[config.mk]
export PLATFORM = sky130hd
export DESIGN_NAME = scanline_object_edge_finder
export DESIGN_NICKNAME = d
export VERILOG_FILES = /design/src/hw/rtl/soef_pkg.sv /design/src/hw/rtl/soef_edge_logic.sv /design/src/hw/rtl/soef_out_queue.sv /design/src/hw/rtl/scanline_object_edge_finder.sv
export SDC_FILE = /design/constraint.sdc
export NUM_CORES = 1
export LEC_CHECK = 0
export BUFFER_PORTS_ARGS = -buffer_cell sky130_fd_sc_hd__buf_4
export CAP_MARGIN = 10
export CORE_ASPECT_RATIO = 0.9
export CORE_MARGIN = 4
export CORE_UTILIZATION = 40
export DETAILED_ROUTE_END_ITERATION = 12
export MAX_ROUTING_LAYER = met4
export PLACE_DENSITY = 0.6
export SLEW_MARGIN = 10
export SYNTH_ARGS = -nofsm -noshare
export SYNTH_HDL_FRONTEND = slang
export SYNTH_SLANG_ARGS = --single-unit
[constraint.sdc]
create_clock -name clk -period 4.91 [get_ports clk]
set_clock_uncertainty 0.1 [all_clocks]
set_input_delay 0.7365 -clock clk [delete_from_list [all_inputs] [get_ports clk]]
set_output_delay 0.7365 -clock clk [all_outputs]
set_load 0.05 [all_outputs]
[src/hw/rtl/soef_pkg.sv]
package soef_pkg;

  localparam int COL_W = 12;
  localparam int PIX_W = 8;
  localparam int CFG_W = 13;
  localparam int RES_W = 24;
  localparam int QDEPTH = 4;
  localparam int QPTR_W = 2;
  localparam int QCNT_W = 3;
  localparam int CFG_IDX_W = 1;

  localparam logic [CFG_IDX_W-1:0] REG_ROW_WIDTH = 1'b0;
  localparam logic [CFG_IDX_W-1:0] REG_SCAN_ROW  = 1'b1;

  typedef struct packed {
    logic             last_of_run;
    logic [COL_W-1:0] edge_y;
    logic [COL_W-1:0] edge_x;
  } result_t;

  // results caused by one pixel, r0 first
  typedef struct packed {
    logic [1:0] n;
    result_t    r0;
    result_t    r1;
  } push_t;

endpackage

[src/hw/rtl/soef_edge_logic.sv]
module soef_edge_logic #(
  parameter int MAX_WIDTH = 4096
) (
  input  logic                                 clk,
  input  logic                                 rst_n,
  input  logic                                 cfg_we,
  input  logic [soef_pkg::CFG_IDX_W-1:0]       cfg_index,
  input  logic [soef_pkg::CFG_W-1:0]           cfg_wdata,
  input  logic                                 in_valid,
  output logic                                 in_ready,
  input  logic [soef_pkg::PIX_W-1:0]           in_pixel,
  input  logic                                 q_room,
  output soef_pkg::push_t                      push
);
  import soef_pkg::*;

  localparam int CAP = (MAX_WIDTH < 4096) ? MAX_WIDTH : 4096;
  localparam logic [CFG_W-1:0] CAP_W = CFG_W'(CAP);
  localparam logic [COL_W-1:0] CAP_LAST = COL_W'(CAP - 1);

  logic [CFG_W-1:0] row_width_r;
  logic [COL_W-1:0] scan_row_r;
  logic             pix_valid_r;
  logic [PIX_W-1:0] pix_r;
  logic [COL_W-1:0] cc_r, cc_nxt;
  logic             pn_r, pn_nxt;
  logic             oe_r, oe_nxt;

  logic             proc;
  logic             nz;
  logic             trans;
  logic             end_row;
  logic             second;
  logic [COL_W-1:0] last_col;
  logic [COL_W-1:0] x1;
  logic [CFG_W-1:0] w_m1;

  assign proc     = pix_valid_r && q_room;
  assign in_ready = !pix_valid_r || proc;

  always_ff @(posedge clk) begin
    if (!rst_n) begin
      row_width_r <= CFG_W'(640);
      scan_row_r  <= '0;
    end else if (cfg_we) begin
      unique case (cfg_index)
        REG_ROW_WIDTH: row_width_r <= cfg_wdata;
        REG_SCAN_ROW:  scan_row_r  <= cfg_wdata[COL_W-1:0];
        default: ;
      endcase
    end
  end

  always_ff @(posedge clk) begin
    if (!rst_n) begin
      pix_valid_r <= 1'b0;
    end else if (in_ready) begin
      pix_valid_r <= in_valid;
    end
  end

  always_ff @(posedge clk) begin
    if (in_ready && in_valid) begin
      pix_r <= in_pixel;
    end
  end

  always_comb begin
    w_m1 = row_width_r - CFG_W'(1);
    if (row_width_r == '0) begin
      last_col = '0;
    end else if (row_width_r > CAP_W) begin
      last_col = CAP_LAST;
    end else begin
      last_col = w_m1[COL_W-1:0];
    end
  end

  always_comb begin
    nz      = (pix_r != '0);
    trans   = (nz != pn_r);
    x1      = pn_r ? (cc_r - COL_W'(1)) : cc_r;
    end_row = (cc_r >= last_col);
    second  = end_row && (oe_r ^ trans);

    push.n              = proc ? ({1'b0, trans} + {1'b0, second}) : 2'd0;
    push.r0.edge_x      = trans ? x1 : last_col;
    push.r0.edge_y      = scan_row_r;
    push.r0.last_of_run = !(trans && second);
    push.r1.edge_x      = last_col;
    push.r1.edge_y      = scan_row_r;
    push.r1.last_of_run = 1'b1;

    if (end_row) begin
      cc_nxt = '0;
      pn_nxt = 1'b0;
      oe_nxt = 1'b0;
    end else begin
      cc_nxt = cc_r + COL_W'(1);
      pn_nxt = nz;
      oe_nxt = oe_r ^ trans;
    end
  end

  always_ff @(posedge clk) begin
    if (!rst_n) begin
      cc_r <= '0;
      pn_r <= 1'b0;
      oe_r <= 1'b0;
    end else if (proc) begin
      cc_r <= cc_nxt;
      pn_r <= pn_nxt;
      oe_r <= oe_nxt;
    end
  end

  a_row_end_clears: assert property (@(posedge clk) disable iff (!rst_n)
    proc && end_row |=> cc_r == '0 && !pn_r && !oe_r)
    else $error("row state not cleared after last pixel");

  a_col_step: assert property (@(posedge clk) disable iff (!rst_n)
    proc && !end_row |=> cc_r == COL_W'($past(cc_r) + COL_W'(1)))
    else $error("column counter did not advance");

  a_hold_no_room: assert property (@(posedge clk) disable iff (!rst_n)
    pix_valid_r && !q_room |=> pix_valid_r && $stable(pix_r) && $stable(cc_r))
    else $error("staged pixel lost while queue full");

endmodule

[src/hw/rtl/soef_out_queue.sv]
module soef_out_queue (
  input  logic                clk,
  input  logic                rst_n,
  input  soef_pkg::push_t     push,
  output logic                room,
  output logic                out_valid,
  input  logic                out_ready,
  output soef_pkg::result_t   out_item
);
  import soef_pkg::*;

  result_t           mem_r [QDEPTH];
  logic [QPTR_W-1:0] wr_ptr_r, rd_ptr_r;
  logic [QCNT_W-1:0] cnt_r, cnt_nxt;
  logic              pop;

  // a staged pixel may cause two results, so keep two slots free
  assign room      = (cnt_r <= QCNT_W'(QDEPTH - 2));
  assign out_valid = (cnt_r != '0);
  assign out_item  = mem_r[rd_ptr_r];
  assign pop       = out_valid && out_ready;
  assign cnt_nxt   = cnt_r + QCNT_W'(push.n) - QCNT_W'(pop);

  always_ff @(posedge clk) begin
    if (push.n != 2'd0) begin
      mem_r[wr_ptr_r] <= push.r0;
    end
    if (push.n == 2'd2) begin
      mem_r[wr_ptr_r + QPTR_W'(1)] <= push.r1;
    end
  end

  always_ff @(posedge clk) begin
    if (!rst_n) begin
      wr_ptr_r <= '0;
      rd_ptr_r <= '0;
      cnt_r    <= '0;
    end else begin
      wr_ptr_r <= wr_ptr_r + QPTR_W'(push.n);
      rd_ptr_r <= rd_ptr_r + QPTR_W'(pop);
      cnt_r    <= cnt_nxt;
    end
  end

  a_no_overflow: assert property (@(posedge clk) disable iff (!rst_n)
    push.n != 2'd0 |-> room)
    else $error("push into queue without room");

  a_cnt_bound: assert property (@(posedge clk) disable iff (!rst_n)
    cnt_r <= QCNT_W'(QDEPTH))
    else $error("queue count out of range");

  a_out_hold: assert property (@(posedge clk) disable iff (!rst_n)
    out_valid && !out_ready |=> out_valid && $stable(out_item))
    else $error("waiting output item changed");

endmodule

[src/hw/rtl/scanline_object_edge_finder.sv]
// Scanline object edge finder: takes the pixels of one binary image row left to
// right on in_*, one item per clock, and reports edge points on out_*. A pixel
// going nonzero reports its own column, a pixel going back to zero reports the
// previous column, and after the row's last pixel an odd edge count adds the
// last column to close an object at the right border. One pixel gives zero, one
// or two results; out_tlast marks the final result of each pixel. The pixel is
// registered, evaluated once the output queue has room, and its results land in
// a four-entry output queue whose head item drives out_* directly. Input
// runs at one pixel per cycle while the queue keeps two free slots; the output
// drains one result per cycle, so only long runs of two-result pixels or a
// stalled consumer slow the input. cfg_index 0 is row_width, 1 is scan_row;
// writes take effect at once and do not clear the row state.
module scanline_object_edge_finder #(
  parameter int MAX_WIDTH = 4096
) (
  input  logic                            clk,
  input  logic                            rst_n,
  input  logic                            cfg_we,
  input  logic [soef_pkg::CFG_IDX_W-1:0]  cfg_index,
  input  logic [soef_pkg::CFG_W-1:0]      cfg_wdata,
  input  logic                            in_tvalid,
  output logic                            in_tready,
  input  logic [7:0]                      in_tdata,   // pixel_value[7:0]
  output logic                            out_tvalid,
  input  logic                            out_tready,
  output logic [23:0]                     out_tdata,  // edge_x[11:0], edge_y[23:12]
  output logic                            out_tlast
);
  import soef_pkg::*;

  push_t   push;
  logic    room;
  result_t item;

  soef_edge_logic #(
    .MAX_WIDTH (MAX_WIDTH)
  ) u_edge (
    .clk       (clk),
    .rst_n     (rst_n),
    .cfg_we    (cfg_we),
    .cfg_index (cfg_index),
    .cfg_wdata (cfg_wdata),
    .in_valid  (in_tvalid),
    .in_ready  (in_tready),
    .in_pixel  (in_tdata),
    .q_room    (room),
    .push      (push)
  );

  soef_out_queue u_queue (
    .clk       (clk),
    .rst_n     (rst_n),
    .push      (push),
    .room      (room),
    .out_valid (out_tvalid),
    .out_ready (out_tready),
    .out_item  (item)
  );

  assign out_tdata = {item.edge_y, item.edge_x};
  assign out_tlast = item.last_of_run;

endmodule
Word-level counts from Yosys, hierarchy flattened

Memory sizes are Yosys's and may differ from the RTL's. A register that Yosys moved wholly into a read port is not among the register bits.
Cells that the tools add are included.

Bitwise logic cells: 2
Magnitude comparators: 3
Equality and inequality tests: 2
Multiplexer cells: 13
Reductions and logical operators: 14
$add $sub $neg: 9

Operator list:

| operator                                              | count |
|---|---|
| 2-to-1 mux 12 bit                                     | 5 |
| subtractor 12 x 1 -> 12 bit, second input constant    | 2 |
| greater-than comparator 13 bit, second input constant | 1 |
| logical NOT 13 bit                                    | 1 |
| adder 12 x 1 -> 12 bit, second input constant         | 1 |
| >= comparator 12 bit                                  | 1 |
| nonzero test 8 bit                                    | 1 |
| 2-to-1 mux 1 bit                                      | 6 |
| logical AND 1 bit                                     | 5 |
| 2-to-1 mux 2 bit                                      | 2 |
| AND reduction 2 bit                                   | 2 |
| adder 3 x 2 -> 3 bit                                  | 1 |
| <= comparator 3 x 2 -> 1 bit, second input constant   | 1 |
| nonzero test 3 bit                                    | 1 |
| subtractor 3 x 1 -> 3 bit                             | 1 |
| adder 1 x 1 -> 2 bit                                  | 1 |
| adder 2 x 1 -> 2 bit                                  | 1 |
| adder 2 x 1 -> 2 bit, second input constant           | 1 |
| adder 2 bit                                           | 1 |
| equality test 2 bit, second input constant            | 1 |
| logical NOT 1 bit                                     | 2 |
| nonzero test 2 bit                                    | 1 |
| logical OR 1 bit                                      | 1 |
| != test 1 bit                                         | 1 |
| other kinds (2)                                       | 2 |

Flip-flop bits (word level): 55
Memories kept: 1
RAM bits: 100
Output and inout bits: 27
Logic and storage cells: 54
Input bits: 27

Memory list:

| name          | words | bits a word | read ports | clocked after memory_dff | write ports | RTL line             | source |
|---|---|---|---|---|---|---|---|
| u_queue.mem_r | 4     | 25          | 1          | 1                        | 2           | soef_out_queue.sv:12 | `result_t mem_r [QDEPTH];` |

Longest topological paths before layout

Word-level depth: 10
Depth in mapped cells: 20
Mapped depth without buffers: 20

By module

Synthesis repeated with hierarchy kept, for this count alone.

Cell total of the unflattened synthesis: 673
Area total of the unflattened synthesis: 8,324.2 µm²

By module, submodules not included:

| module          | sequential area each (µm²) | area an instance (µm²) | times used | cells an instance |
|---|---|---|---|---|
| soef_out_queue  | 3,143.0                    | 5,321.4                | 1          | 289 |
| soef_edge_logic | 1,041.0                    | 3,002.9                | 1          | 384 |

Least setup slack after synthesis

OpenSTA, ideal clock, no wires.

Kind: register to register
Start: register u_edge.row_width_r[0]
End: memory u_queue.mem_r[2][0] (netlist name) (enable)
Required time: 4.444 ns
Arrival time: 4.321 ns
Library setup time: 0.366 ns
Setup slack: 0.123 ns
Stages on the path, launching flop included: 18
Clock period less this slack: 4.787 ns
Buffers on the path: 1
Cell sequence: dfxtp_1 -> inv_1 -> ha_1 -> nor4b_2 -> and3_2 -> maj3_1 -> inv_2 -> ha_1 -> nand2b_1 -> a2111o_1 -> a221oi_2 -> nor2_1 -> o21a_1 -> ha_1 -> nand4b_1 -> or3_1 -> nand2_1 -> buf_2

RTL lines:

| element                  | RTL line              | source |
|---|---|---|
| start: declaration       | soef_edge_logic.sv:21 | `logic [CFG_W-1:0] row_width_r;` |
| start signal: assignment | soef_edge_logic.sv:47 | `REG_ROW_WIDTH: row_width_r <= cfg_wdata;` |
| end: declaration         | soef_out_queue.sv:12  |  |

==> impl_metrics.ini <==
[clock_tree]
tritoncts = yes
clk_latency_ns = 0.43
path_clk_slew_ns = 0.06
numClockSinks = 155
cts_made_buffers = 17
max-clock-path-buffers = 2
cts_repair_resize_count = 2
cts_post_setup_buffers_inserted = 0
clock-root-buffer = sky130_fd_sc_hd__clkbuf_16
cts-htree-levels = 4
cts-hold-fix-buffers = 0

[yosys]
post-synth-top-area-cell = sky130_fd_sc_hd__edfxtp_1
asyncSetResetFlopFracSynth = 0
synthFlopType = sky130_fd_sc_hd__edfxtp_1
yosysUniqueCellTypes = 76
post_synth_most_frequent_cells = sky130_fd_sc_hd__edfxtp_1 (104), sky130_fd_sc_hd__nand2_1 (70), sky130_fd_sc_hd__and2_1 (61), sky130_fd_sc_hd__dfxtp_1 (51), sky130_fd_sc_hd__o22ai_1 (31)
synth.yosys.warnings = 0
ys_seq_elements = 155
yosysMostFrequentCell = sky130_fd_sc_hd__edfxtp_1
synthesis.area_per_instance_um2 = 12.0
synth.area.top_cells = sky130_fd_sc_hd__edfxtp_1 (40%), sky130_fd_sc_hd__dfxtp_1 (13%), sky130_fd_sc_hd__mux4_2 (7.2%), sky130_fd_sc_hd__and2_1 (4.9%), sky130_fd_sc_hd__ha_1 (3.3%)
cell_area_after_synthesis_um2 = 7860
synthesis.instances = 654
post-synth-top-area-fraction = 0.397
synth_edf_count = 104
synth.yosys.seq_area_share = 0.527
synthesized_netlist_net_count = 703

[pwr]
netSwitchingPower_w = 0.00134
pwr-share-comb = 0.278
pwr-share-clk = 0.318
power_switching_share = 0.344
totalPowerFinal_w = 0.00390
power.internal_w = 0.00256
fraction_of_power_consumed_by_sequential_logic = 0.404
power_density_nw_per_um2 = 419
ir_drop_mv = 0.208
total_leakage_power_nw = 3.31

[drt]
postRouteWirelength_um = 17600
drt.antenna.violating_nets = 0
vias = 5383
detail_route.wl_per_cell_um = 18.0
drt-vias-per-instance = 5.50
drt_pre_antenna_iters = 5
drtIter0Drc = 228
drc = 0

[sta]
period_share = 0.949
tightest_slew_ns = 0.999
slew_violations = 0
finalHoldWorstSlack_ns = 0.366
setup_violations = 0
setup_repair_after_global_routing_missed_its_margin = no
period_minus_slack_ns = 4.66
timing.final.ws_setup_ns = 0.249
max_freq_mhz = 215
slew_headroom = 0.334
report.final.hold_viol_count = 0

[cells_and_area]
combined_area_of_the_multi_input_logic_cells_um2 = 3570
area_delta_synth_final_pct = 18.4
diodes = 0
post_layout_nonfiller_instances = 978
final_net_count = 764
drive_above_1_share = 0.258
final.fill_count = 1716
sequential_cell_area_um2 = 4150
utilization_after_layout = 0.484

[grt]
groute.usage.overall = 0.175
grt_max_degree = 44
number_of_global_route_vias_before_repair = 5458
grt_first_pass_wirelength_um = 29000
globalRoute.totalOverflow = 0
antenna_found_initial = 0

[status]
run_status = finished, final reports clean

[worst_setup_path]
worstPathRequired_ns = 4.94
crit_type = reg -> reg
timing.critical_path.arrival_ns = 4.69
worstPathMaxFanout = 19
worst_setup_path_end_kind = flip-flop
timing.critical_path.from_type = flip-flop

[die]
die_area_um2 = 22000
die_h_um = 141
die_width_um = 156
area_of_the_core_um2 = 19200
row_count = 48
floorplan.initialDensity = 0.409
io-pin-count = 54

[job]
max-cap-violations = 0

[place]
place_ws_ns = -0.0328
finalWeightedCongestion = 0.863
buffer_ports.inserted = 53
dp.final_hpwl_um = 12600
placedCellCount = 946

[min_path]
holdCritPathClass = reg -> reg
worst max-delay path: stages, from the launching register on:
cell,delay (ns)
sky130_fd_sc_hd__dfxtp_1,0.33
sky130_fd_sc_hd__inv_1,0.06
sky130_fd_sc_hd__ha_1,0.17
sky130_fd_sc_hd__nor4b_4,0.26
sky130_fd_sc_hd__and3_2,0.29
sky130_fd_sc_hd__maj3_2,0.27
sky130_fd_sc_hd__inv_2,0.07
sky130_fd_sc_hd__ha_1,0.26
sky130_fd_sc_hd__nand2b_1,0.14
sky130_fd_sc_hd__a2111o_1,0.45
sky130_fd_sc_hd__a221oi_2,0.29
sky130_fd_sc_hd__nor2_1,0.10
sky130_fd_sc_hd__o21a_1,0.20
sky130_fd_sc_hd__ha_1,0.29
sky130_fd_sc_hd__nand4b_1,0.32
sky130_fd_sc_hd__or3_4,0.44
sky130_fd_sc_hd__nand2_2,0.14
sky130_fd_sc_hd__buf_12,0.18
cell type report:
| cell class | instances | area share |
|---|---|---|
| Inverter | 16 | 0.00699 |
| Sequential cell | 155 | 0.445 |
| Timing Repair Buffer | 76 | 0.0693 |
| Clock buffer | 18 | 0.0461 |
| Multi-Input combinational cell | 449 | 0.384 |
| Clock inverter | 14 | 0.0148 |
| Tap cell | 250 | 0.0336 |
final timing paths:
check | startpoint | end | slack, ns | depth (start not counted)
max reg2reg | u_edge.row_width_r[1]$_SDFFE_PN0P_ | u_queue.mem_r[2][10]$_DFFE_PP_ | 0.25 | 17
min reg2reg | u_queue.mem_r[3][24]$_SDFFE_PP1N_ | u_queue.mem_r[3][24]$_SDFFE_PP1N_ | 0.37 | 1
min | u_queue.mem_r[3][24]$_SDFFE_PP1N_ | u_queue.mem_r[3][24]$_SDFFE_PP1N_ | 0.37 | 1
max | u_edge.row_width_r[1]$_SDFFE_PN0P_ | u_queue.mem_r[2][10]$_DFFE_PP_ | 0.25 | 17
layer usage:
metal	share of wire	up-vias	global-route usage
li1	-	2592	-
met4	0.012	0	0.0507
met2	0.50	122	0.286
met3	0.053	20	0.0408
met5	0	-	-
met1	0.44	2649	0.219
stage by stage:
stage                     cell area, µm²  setup TNS, ns
final                               9310              0
after global routing                9310              0
after CTS                           9260              0
after detailed placement            8690        -0.0737
after global placement              8690              0
after floorplan                     7860              0
state kept, by name, summed over array words and instances (netlist names):
signal,count
u_queue.mem_r,100
u_edge.pn_r,1
u_queue.wr_ptr_r,2
u_queue.rd_ptr_r,2
u_queue.cnt_r,3
u_edge.pix_valid_r,1
u_edge.pix_r,8
u_edge.cc_r,12
u_edge.oe_r,1
u_edge.scan_row_r,12
u_edge.row_width_r,13
power by group through the flow:
stage	clock (W)	sequential, W	combinational (W)
floorplan	0	0.00154	0.000841
global placement	0	0.00161	0.00108
detailed placement	0	0.00161	0.00109
CTS	0.00128	0.00158	0.00109
global route	0.00132	0.00160	0.00116
finish	0.00124	0.00158	0.00108
cell families (layout without fill, tap and decap cells):
family          after synthesis  in the layout  share of synthesized area
compound gates              135            135                      0.134
simple gates                236            236                      0.168
xor+xnor                     29             29                     0.0323
buf+inv                      50            124                     0.0288
flops                       155            155                      0.527
fa+ha+maj                    24             24                     0.0385
mux                          25             25                     0.0716
cells in the final DEF, fill, tap and decap left out, types with 6 or more instances in the layout:
master,instances
sky130_fd_sc_hd__a21boi_0,26
sky130_fd_sc_hd__a21oi_1,10
sky130_fd_sc_hd__and2_1,61
sky130_fd_sc_hd__buf_12,6
sky130_fd_sc_hd__buf_4,70
sky130_fd_sc_hd__clkbuf_16,17
sky130_fd_sc_hd__clkinv_4,7
sky130_fd_sc_hd__dfxtp_1,50
sky130_fd_sc_hd__edfxtp_1,104
sky130_fd_sc_hd__ha_1,21
sky130_fd_sc_hd__inv_1,14
sky130_fd_sc_hd__mux4_2,25
sky130_fd_sc_hd__nand2_1,69
sky130_fd_sc_hd__nand2b_1,7
sky130_fd_sc_hd__nand3_1,14
sky130_fd_sc_hd__nand4_1,7
sky130_fd_sc_hd__nor2_1,22
sky130_fd_sc_hd__nor3_1,6
sky130_fd_sc_hd__o21ai_0,6
sky130_fd_sc_hd__o22ai_1,31
sky130_fd_sc_hd__o22ai_2,10
sky130_fd_sc_hd__xnor2_1,19
sky130_fd_sc_hd__xor2_1,10
Note: power is estimated with default switching activity, not from simulation.
